[src/rtl/nfcrfp_pkg.sv]
// ----------------------------------------------------------------------------
// nfcrfp_pkg
// Shared types and codes for the NFC response frame parser.
// ----------------------------------------------------------------------------
package nfcrfp_pkg;

	localparam logic [7:0] START_ZERO = 8'h00;
	localparam logic [7:0] START_CODE = 8'hFF;

	typedef enum logic [2:0] {
		ST_HEADER  = 3'd0,
		ST_PAYLOAD = 3'd1,
		ST_GOOD    = 3'd2,
		ST_LCS_ERR = 3'd3,
		ST_DCS_ERR = 3'd4
	} status_t;

	typedef enum logic [5:0] {
		PH_HUNT     = 6'b000001,
		PH_GOT_ZERO = 6'b000010,
		PH_LEN      = 6'b000100,
		PH_LCS      = 6'b001000,
		PH_DATA     = 6'b010000,
		PH_DCS      = 6'b100000
	} phase_t;

	typedef struct packed {
		logic [7:0] rx_byte;
		logic       restart;
	} rx_beat_t;

	typedef struct packed {
		status_t    status;
		logic [7:0] payload_byte;
		logic [7:0] byte_index;
		logic [7:0] frame_length;
	} result_t;

endpackage

[src/rtl/nfcrfp_in_stage.sv]
// ----------------------------------------------------------------------------
// nfcrfp_in_stage
// Input register: captures one received beat and holds it until taken.
// ----------------------------------------------------------------------------
module nfcrfp_in_stage
	import nfcrfp_pkg::*;
(
	input  logic     clk,
	input  logic     arst_n,
	input  logic     byte_valid,
	output logic     byte_stall,
	input  rx_beat_t beat,
	input  logic     take,
	output logic     valid_s1,
	output rx_beat_t beat_s1
);

	logic load;

	assign byte_stall = valid_s1 && !take;
	assign load       = byte_valid && !byte_stall;

	always_ff @(posedge clk or negedge arst_n) begin
		if (!arst_n) begin
			valid_s1 <= 1'b0;
		end else if (load) begin
			valid_s1 <= 1'b1;
		end else if (take) begin
			valid_s1 <= 1'b0;
		end
	end

	always_ff @(posedge clk) begin
		if (load) begin
			beat_s1 <= beat;
		end
	end

endmodule

[src/rtl/nfcrfp_deframer.sv]
// ----------------------------------------------------------------------------
// nfcrfp_deframer
// Frame state and per-beat decode: start code hunt, length check, payload
// indexing and data checksum.
// ----------------------------------------------------------------------------
module nfcrfp_deframer
	import nfcrfp_pkg::*;
(
	input  logic     clk,
	input  logic     arst_n,
	input  logic     step,
	input  rx_beat_t beat,
	output result_t  result
);

	phase_t     phase_q, cur_phase, nxt_phase;
	logic [7:0] remaining_q, cur_rem, nxt_rem;
	logic [7:0] sum_q, cur_sum, nxt_sum;
	logic [7:0] count_q, cur_cnt, nxt_cnt;
	logic [7:0] lcs_sum, dcs_sum, rem_dec, sum_add, cnt_inc;
	logic [7:0] b;

	assign b         = beat.rx_byte;
	assign cur_phase = beat.restart ? PH_HUNT : phase_q;
	assign cur_rem   = beat.restart ? 8'd0 : remaining_q;
	assign cur_sum   = beat.restart ? 8'd0 : sum_q;
	assign cur_cnt   = beat.restart ? 8'd0 : count_q;

	assign lcs_sum = cur_rem + b;
	assign dcs_sum = cur_sum + b;
	assign rem_dec = cur_rem - 8'd1;
	assign sum_add = cur_sum + b;
	assign cnt_inc = cur_cnt + 8'd1;

	always_comb begin
		nxt_phase = cur_phase;
		nxt_rem   = cur_rem;
		nxt_sum   = cur_sum;
		nxt_cnt   = cur_cnt;
		result    = '{status: ST_HEADER, payload_byte: 8'd0, byte_index: 8'd0,
			frame_length: 8'd0};
		case (cur_phase)
			PH_GOT_ZERO: begin
				if (b == START_CODE) begin
					nxt_phase = PH_LEN;
				end else if (b != START_ZERO) begin
					nxt_phase = PH_HUNT;
				end
			end
			PH_LEN: begin
				if (b != 8'd0) begin
					nxt_rem   = b;
					nxt_phase = PH_LCS;
				end else begin
					nxt_phase = PH_HUNT;
				end
			end
			PH_LCS: begin
				if (lcs_sum == 8'd0) begin
					nxt_sum   = 8'd0;
					nxt_cnt   = 8'd0;
					nxt_phase = PH_DATA;
				end else begin
					result.status = ST_LCS_ERR;
					nxt_phase     = PH_HUNT;
				end
			end
			PH_DATA: begin
				result.status       = ST_PAYLOAD;
				result.payload_byte = b;
				result.byte_index   = cur_cnt;
				nxt_cnt             = cnt_inc;
				nxt_sum             = sum_add;
				nxt_rem             = rem_dec;
				if (rem_dec == 8'd0) begin
					nxt_phase = PH_DCS;
				end
			end
			PH_DCS: begin
				if (dcs_sum == 8'd0) begin
					result.status       = ST_GOOD;
					result.frame_length = cur_cnt;
				end else begin
					result.status = ST_DCS_ERR;
				end
				nxt_phase = PH_HUNT;
			end
			default: begin
				nxt_phase = (b == START_ZERO) ? PH_GOT_ZERO : PH_HUNT;
			end
		endcase
	end

	always_ff @(posedge clk or negedge arst_n) begin
		if (!arst_n) begin
			phase_q     <= PH_HUNT;
			remaining_q <= 8'd0;
			sum_q       <= 8'd0;
			count_q     <= 8'd0;
		end else if (step) begin
			phase_q     <= nxt_phase;
			remaining_q <= nxt_rem;
			sum_q       <= nxt_sum;
			count_q     <= nxt_cnt;
		end
	end

endmodule

[src/rtl/nfcrfp_out_stage.sv]
// ----------------------------------------------------------------------------
// nfcrfp_out_stage
// Result register: holds one decoded beat until the consumer takes it.
// ----------------------------------------------------------------------------
module nfcrfp_out_stage
	import nfcrfp_pkg::*;
(
	input  logic    clk,
	input  logic    arst_n,
	input  logic    valid_s1,
	input  result_t result,
	output logic    take,
	output logic    result_valid,
	input  logic    result_stall,
	output result_t result_s2
);

	assign take = valid_s1 && (!result_valid || !result_stall);

	always_ff @(posedge clk or negedge arst_n) begin
		if (!arst_n) begin
			result_valid <= 1'b0;
		end else if (take) begin
			result_valid <= 1'b1;
		end else if (!result_stall) begin
			result_valid <= 1'b0;
		end
	end

	always_ff @(posedge clk) begin
		if (take) begin
			result_s2 <= result;
		end
	end

endmodule

[src/rtl/nfc_response_frame_parser.sv]
// ----------------------------------------------------------------------------
// nfc_response_frame_parser
// Deframes controller information frames from a received byte stream.
//
//   channel   direction  handshake                 payload
//   rx        in         byte_valid / byte_stall   rx_byte, restart
//   result    out        result_valid / result_stall
//                                                  status, payload_byte,
//                                                  byte_index, frame_length
//
// One beat in, one result out; a beat can be taken every cycle while results are not stalled.
// Path: input register, then decode into the result register.
// Frame state updates when a beat moves from the input to the result register.
// A stalled result holds; one more beat parks in the input register.
// Reset returns to hunting with both registers empty.
// ----------------------------------------------------------------------------
module nfc_response_frame_parser
	import nfcrfp_pkg::*;
(
	input  logic       clk,
	input  logic       arst_n,
	input  logic       byte_valid,
	output logic       byte_stall,
	input  logic [7:0] rx_byte,
	input  logic       restart,
	output logic       result_valid,
	input  logic       result_stall,
	output logic [2:0] status,
	output logic [7:0] payload_byte,
	output logic [7:0] byte_index,
	output logic [7:0] frame_length
);

	rx_beat_t beat, beat_s1;
	result_t  result, result_s2;
	logic     valid_s1;
	logic     take;

	assign beat = '{rx_byte: rx_byte, restart: restart};

	nfcrfp_in_stage u_in (
		.clk        (clk),
		.arst_n     (arst_n),
		.byte_valid (byte_valid),
		.byte_stall (byte_stall),
		.beat       (beat),
		.take       (take),
		.valid_s1   (valid_s1),
		.beat_s1    (beat_s1)
	);

	nfcrfp_deframer u_deframer (
		.clk    (clk),
		.arst_n (arst_n),
		.step   (take),
		.beat   (beat_s1),
		.result (result)
	);

	nfcrfp_out_stage u_out (
		.clk          (clk),
		.arst_n       (arst_n),
		.valid_s1     (valid_s1),
		.result       (result),
		.take         (take),
		.result_valid (result_valid),
		.result_stall (result_stall),
		.result_s2    (result_s2)
	);

	assign status       = result_s2.status;
	assign payload_byte = result_s2.payload_byte;
	assign byte_index   = result_s2.byte_index;
	assign frame_length = result_s2.frame_length;

	a_stall_needs_beat: assert property (@(posedge clk) disable iff (!arst_n)
		byte_stall |-> valid_s1)
		else $error("input stalled with empty input register");

	a_good_has_length: assert property (@(posedge clk) disable iff (!arst_n)
		result_valid && (result_s2.status == ST_GOOD) |-> frame_length != 8'd0)
		else $error("good frame with zero length");

	a_non_payload_clear: assert property (@(posedge clk) disable iff (!arst_n)
		result_valid && (result_s2.status != ST_PAYLOAD)
			|-> (payload_byte == 8'd0) && (byte_index == 8'd0))
		else $error("payload fields set outside payload beat");

endmodule

[config.mk]
export PLATFORM = sky130hd
export DESIGN_NAME = nfc_response_frame_parser
export DESIGN_NICKNAME = d
export VERILOG_FILES = /design/src/rtl/nfcrfp_pkg.sv /design/src/rtl/nfcrfp_in_stage.sv /design/src/rtl/nfcrfp_deframer.sv /design/src/rtl/nfcrfp_out_stage.sv /design/src/rtl/nfc_response_frame_parser.sv
export SDC_FILE = /design/constraint.sdc
export NUM_CORES = 1
export LEC_CHECK = 0
export BUFFER_PORTS_ARGS = -buffer_cell sky130_fd_sc_hd__buf_4
export CORE_MARGIN = 4
export CORE_UTILIZATION = 64
export CTS_BUF_LIST = sky130_fd_sc_hd__clkbuf_4 sky130_fd_sc_hd__clkbuf_8 sky130_fd_sc_hd__clkbuf_16
export CTS_CLUSTER_SIZE = 10
export DETAILED_ROUTE_END_ITERATION = 8
export GPL_TIMING_DRIVEN = 1
export PLACE_DENSITY = 0.82
export SETUP_SLACK_MARGIN = 0.1
export SKIP_LAST_GASP = 1
export SLEW_MARGIN = 25
export SYNTH_ARGS = -nofsm -noshare
export SYNTH_HDL_FRONTEND = slang
export SYNTH_SLANG_ARGS = --single-unit
[constraint.sdc]
create_clock -name clk -period 6.7 [get_ports clk]
set_input_delay 0.335 -clock clk [delete_from_list [all_inputs] [get_ports clk]]
set_output_delay 0.335 -clock clk [all_outputs]
set_load 0.05 [all_outputs]
==> flow_summary_export.csv, run 1 <==
group,metric,value,unit
job,maxCapViolCount,0,
setup_path,start_kind,"flop",
global_routing,grt_max_degree,42,
timing,setup_viol,0,
logic_synthesis,yosysSeqAreaShare,45.9,%
global_routing,grt_use_met2,46.4,%
setup_path,cpPeakStageDelay,0.72,ns
clock_network,cts.sinks,68,
power,power_density,249,nW/µm²
route,drt_iter0_markers,424,
timing,fmax,255,MHz
global_routing,grt_pass1_wl,16.8,mm
clock_network,cts_buffers,9,
cells_and_area,fillCellCount,433,
logic_synthesis,synth-seq-cells,68,
timing,hold_slack,0.152,ns
timing,finalCriticalPeriod,3.92,ns
global_routing,grt_remaining_overflow,0,
timing,worst_slack,2.78,ns
clock_network,path_clk_slew,0.08,ns
timing,final_max_slew_viol_count,0,
power,total_power,1.14,mW
logic_synthesis,syn_nets,454,
clock_network,cts_root_buf,"clkbuf_8",
setup_path,crit_family,"compound AO/OA/AOI/OAI gates",
logic_synthesis,synth_warnings,0,
setup_path,cp.arrival,4.13,ns
global_routing,use_met1,36.3,%
setup_path,path_class,"flop to flop",
logic_synthesis,yosys_most_used_dff,"edfxtp_1",
setup_path,crit_slowest_cell,"o41ai_4",
power,power.leakage,1.84,nW
timing,hold_viol_final,0,
timing,finalCritPeriodShare,58.5,%
timing,tns,0,ns
cells_and_area,multi_input_area,2020,µm²
floorplanning,die_x,88.1,µm
hold_path,min-delay-path-class,"input port to flop",
floorplanning,die_h,88.1,µm
setup_path,worst-path-max-fanout,41,
route,routed_via_density,6.55,
logic_synthesis,synthArstFlopShare,47.1,%
placed_design,gp_congestion,0.929,
global_routing,grt_pass1_vias,3495,
clock_network,postCtsSetupBuffers,0,
timing,fin_skew,0.0152,ns
logic_synthesis,synth_area_per_cell,9.57,µm²
cells_and_area,layout.nets,483,
logic_synthesis,synth_top_family_by_area,"simple AND/OR/NAND/NOR gates",
global_routing,grtUsageTotal,28.1,%
cells_and_area,layout-drive-gt1-share,16.6,%
route,post_drt_wl_per_cell,18.7,µm
clock_network,cts_max_path_buffers,2,
setup_path,critPathBufInv,2,
power,max-vdd-ir-drop,175,µV
logic_synthesis,synthAdderAreaFrac,3.84,%
global_routing,antenna_found_initial,0,
route,drc,0,
route,drt-total-wl,10.0,mm
floorplanning,pin_count,42,
timing,worst_pin_slew,0.794,ns
cells_and_area,antennaDiodeCount,0,
logic_synthesis,synth_edf_count,36,
cells_and_area,seqCellArea,1880,µm²
timing,relSlewSlack,46.6,%
logic_synthesis,yosys.area_share.simple,21.2,%
clock_network,clk_latency,0.35,ns
placed_design,place_hpwl,7.03,mm
outcome,outcome,"completed",
clock_network,cts_tree,"built",
global_routing,grt.busiest_layer,"met2",
cells_and_area,syn_to_final_growth,11.9,%
global_routing,use_met3,5.55,%
placed_design,dp_slack,2.81,ns
logic_synthesis,yosysUniqueCellTypes,69,
clock_network,h-tree-depth,3,
timing,rsz0062_at_grt,"false",
route,ant_nets,0,
floorplanning,initial_core_util,67.7,%
setup_path,critical_path_required,6.91,ns
logic_synthesis,synth_xor_area_share,3.20,%
floorplanning,core,6060,µm²
cells_and_area,fin_util,75.7,%
floorplanning,dieArea,7760,µm²
route,vias,3525,
setup_path,end_kind,"flop",
route,drt_first_pass_iters,7,
logic_synthesis,synthesis.area,4100,µm²
logic_synthesis,synth_mux_area_share,1.01,%
placed_design,io_buffers,41,
logic_synthesis,netlist_instances,429,
logic_synthesis,synth-compound-area-share,20.1,%
setup_path,cp_cell_sequence,"buf_4, inv_1, nand2_1, xnor2_1, ha_1, a21boi_0, nor4b_1, a22o_1, nor4b_2, nand4_1, o41ai_4, o21ai_1",
floorplanning,rows,28,
[sequential cells by signal, summed over array words and instances (netlist names)]
register                count
u_out.result_s2            27
u_deframer.count_q          8
u_deframer.sum_q            8
u_in.beat_s1                9
u_in.valid_s1               1
u_deframer.remaining_q      8
u_out.result_valid          1
u_deframer.phase_q          6
[area by class of cell]
type | count | share of cell area, %
Clock buffer | 10 | 2.86
Timing Repair Buffer | 48 | 7.90
Inverter | 15 | 1.23
Tap cell | 75 | 2.04
Sequential cell | 68 | 41.0
Multi-Input combinational cell | 316 | 44.1
Clock inverter | 6 | 0.845
[repair_timing]
action / in CTS / in global routing
hold endpoints to repair: 31 / 0
hold buffers: 1 / 0
resized for setup: 0 / 0
[power breakdown]
group,switching (mW),internal (mW)
sequential,0.0529,0.489
combinational,0.182,0.119
clock,0.164,0.138
total,0.400,0.745
[kinds of logic (layout without fill, tap and decap cells)]
kind of cell / Yosys count / count (layout)
mux: 4 / 4
simple gates: 165 / 165
buf+inv: 45 / 79
flops: 68 / 68
compound gates: 120 / 120
fa+ha+maj: 12 / 12
xor+xnor: 15 / 15
[placed cells by master, fill, tap and decap left out, types with 9 or more instances in the layout]
master,synthesis,layout
inv_1,15,15
nor2_1,24,24
nand2_1,44,44
edfxtp_1,36,36
o21ai_0,27,27
buf_4,2,47
clkbuf_8,0,9
nor2b_1,14,14
nor3_1,16,16
ha_1,11,11
dfrtp_1,31,31
nand3_1,11,11
and2_1,15,15
a21oi_1,28,28
[stage by stage]
stage / instance area (µm²) / std cells
floorplan: 4100 / 429
global placement: 4410 / 521
detailed placement: 4410 / 521
CTS: 4590 / 538
global route: 4590 / 538
finish: 4590 / 538
[final timing paths]
kind | startpoint | cells after the start | to | slack (ns)
max | u_in.beat_s1[0] | 12 | u_deframer.sum_q[0] | 2.78
max in group asynchronous | arst_n | 2 | u_deframer.phase_q[0] | 5.90
max reg2reg | u_in.beat_s1[0] | 12 | u_deframer.sum_q[0] | 2.78
min | rx_byte[1] | 1 | u_in.beat_s1[2] | 0.15
min in group asynchronous | arst_n | 2 | u_deframer.phase_q[1] | 0.46
min reg2reg | u_in.valid_s1 | 1 | u_out.result_valid | 0.52
[per-layer routing]
layer | wire length [µm] | part of all wire (%)
met3 | 806 | 8.0
met5 | 0 | 0
met4 | 232 | 2.3
met1 | 4080 | 41
met2 | 4920 | 49
[synthesized netlist by cell type (4+ instances only)]
cell,number,area [µm²]
buf_1,5,18.8
inv_1,15,56.3
a21oi_1,28,140
o21ai_1,7,35.0
nor3_1,16,80.1
nor2_1,24,90.1
xor2_1,7,61.3
nor2b_1,14,87.6
a211oi_1,4,30.0
ha_1,11,138
or3_1,7,43.8
dfrtp_1,31,776
nor4_1,5,31.3
nand2_1,44,165
xnor2_1,8,70.1
nand4_1,5,31.3
nand3_1,11,55.1
buf_2,10,50.1
nor4b_1,4,35.0
edfxtp_1,36,1080
o31ai_1,6,45.0
o21ai_0,27,135
and2_1,15,93.8
clkbuf_1,12,45.0
a21o_1,4,30.0
a22oi_1,8,60.1
Note: power is estimated with default switching activity, not from simulation.
==> inputs of run 2 (changes only) <==
CORE_UTILIZATION = 59   (was 64)
PLACE_DENSITY = 0.76   (was 0.82)
clock period = 4 ns   (was 6.7 ns; I/O delays follow)
==> run 2 against run 1 <==
Wire length is 4.3% lower; critical path type unchanged; register-to-register slack worse by 2.2 ns; count of clock-buffer cells in the layout is 1 lower.
==> flow_summary_export.csv, run 2 (same netlist as run 1, synthesis figures left out) <==
group,metric,value,unit
setup_path,cpPeakStageDelay,0.56,ns
cells_and_area,layout.nets,485,
setup_path,worst-path-max-fanout,12,
cells_and_area,syn_to_final_growth,13.0,%
route,drt_iter0_markers,376,
setup_path,start_kind,"flop",
cells_and_area,largest_register,"u_out.result_s2",
setup_path,crit_slowest_cell,"edfxtp_1",
power,max-vdd-ir-drop,261,µV
job,maxCapViolCount,0,
hold_path,min-delay-path-class,"input port to flop",
route,drt-total-wl,9.61,mm
clock_network,cts_resized,0,
setup_path,path_class,"flop to flop",
floorplanning,pin_count,42,
clock_network,cts.sinks,68,
power,power_density,413,nW/µm²
setup_path,critPathBufInv,1,
power,total_power,1.92,mW
clock_network,postCtsSetupBuffers,0,
cells_and_area,seqCellArea,1880,µm²
timing,final_max_slew_viol_count,0,
placed_design,io_buffers,41,
clock_network,cts_max_path_buffers,2,
floorplanning,dieArea,8350,µm²
route,drc,0,
floorplanning,rows,30,
clock_network,clk_latency,0.35,ns
global_routing,grt_pass1_vias,3294,
route,routed_via_density,6.16,
timing,relSlewSlack,41.1,%
timing,hold_viol_final,0,
setup_path,critical_path_required,4.07,ns
floorplanning,initial_core_util,60.4,%
timing,worst_slack,0.601,ns
floorplanning,die_h,91.4,µm
cells_and_area,largestRegisters,"u_out.result_s2 (27), u_in.beat_s1 (9)",
route,vias,3453,
cells_and_area,multi_input_area,2020,µm²
timing,setup_viol,0,
route,post_drt_wl_per_cell,17.1,µm
global_routing,grt_remaining_overflow,0,
setup_path,crit_family,"compound AO/OA/AOI/OAI gates",
floorplanning,core,6790,µm²
setup_path,cp_cell_sequence,"inv_1, nand2_1, xnor2_1, ha_1, a21boi_0, nor4b_1, a22o_1, nor4b_2, nand4_1, o31ai_1, o21ai_0",
clock_network,path_clk_slew,0.08,ns
floorplanning,die_x,91.4,µm
global_routing,grtUsageTotal,24.2,%
placed_design,place_hpwl,6.71,mm
route,ant_nets,0,
clock_network,h-tree-depth,3,
timing,finalCritPeriodShare,85.0,%
clock_network,cts_root_buf,"clkbuf_8",
route,drt_first_pass_iters,5,
power,power.leakage,1.85,nW
global_routing,grt_max_degree,33,
cells_and_area,largest_register_ffs,27,
timing,worst_pin_slew,0.876,ns
placed_design,gp_congestion,0.886,
timing,rsz0062_at_grt,"false",
outcome,outcome,"completed",
cells_and_area,final_cell_mix,"buf_4, nand2_1, edfxtp_1",
clock_network,cts_buffers,9,
timing,finalCriticalPeriod,3.40,ns
timing,fin_skew,0.0104,ns
placed_design,dp_slack,0.668,ns
setup_path,end_kind,"flop",
timing,tns,0,ns
global_routing,antenna_found_initial,0,
global_routing,grt_pass1_wl,16.1,mm
cells_and_area,layout-drive-gt1-share,17.0,%
cells_and_area,fillCellCount,543,
cells_and_area,antennaDiodeCount,0,
clock_network,cts_tree,"built",
timing,fmax,294,MHz
clock_network,cts_hold_buf,1,
cells_and_area,layout.cells.most_common,"buf_4",
setup_path,cp.arrival,3.47,ns
run 2: power by group:
part	switching, mW	internal (mW)	leakage (nW)
Combinational	0.299	0.199	0.999
Sequential	0.0902	0.819	0.766
Clock	0.281	0.226	0.0856
run 2: metal layers:
| metal | track usage [%] | vias up | wire (µm) |
|---|---|---|---|
| met5 | 0 | - | 0 |
| met4 | 11.2 | 0 | 270 |
| met3 | 5.30 | 33 | 550 |
| met2 | 37.7 | 135 | 4550 |
| met1 | 32.0 | 1640 | 4240 |
| li1 | - | 1645 | - |
run 2: per-stage QoR:
stage / instances / hold slack [ns] / util, % / instance area (µm²)
2_1_floorplan: 429 / -0.0956 / - / 4100
3_3_place_gp: 544 / 0.166 / 65.5 / 4450
3_5_place_dp: 544 / 0.171 / 65.5 / 4450
4_1_cts: 561 / 0.0236 / 68.3 / 4640
5_1_grt: 561 / 0.00335 / 68.3 / 4640
6_report: 561 / 0.0286 / 68.3 / 4640
run 2: worst paths after layout:
check                      slack (ns)             from                   endpoint  depth (start not counted)
min in group asynchronous        0.34           arst_n  u_deframer.remaining_q[6]                          2
hold / removal                   0.03       rx_byte[2]            u_in.beat_s1[3]                          1
hold reg to reg                  0.51    u_in.valid_s1         u_out.result_valid                          1
max in group asynchronous        3.32           arst_n      u_deframer.phase_q[0]                          2
setup / recovery                 0.60  u_in.beat_s1[0]        u_out.result_s2[25]                         11
setup reg to reg                 0.60  u_in.beat_s1[0]        u_out.result_s2[25]                         11
run 2: layout make-up:
| type | count | area share (%) |
|---|---|---|
| Timing Repair Buffer | 50 | 8.15 |
| Clock inverter | 7 | 1.11 |
| Sequential cell | 68 | 40.6 |
| Multi-Input combinational cell | 316 | 43.7 |
| Inverter | 15 | 1.21 |
| Clock buffer | 9 | 2.67 |
| Tap cell | 96 | 2.59 |
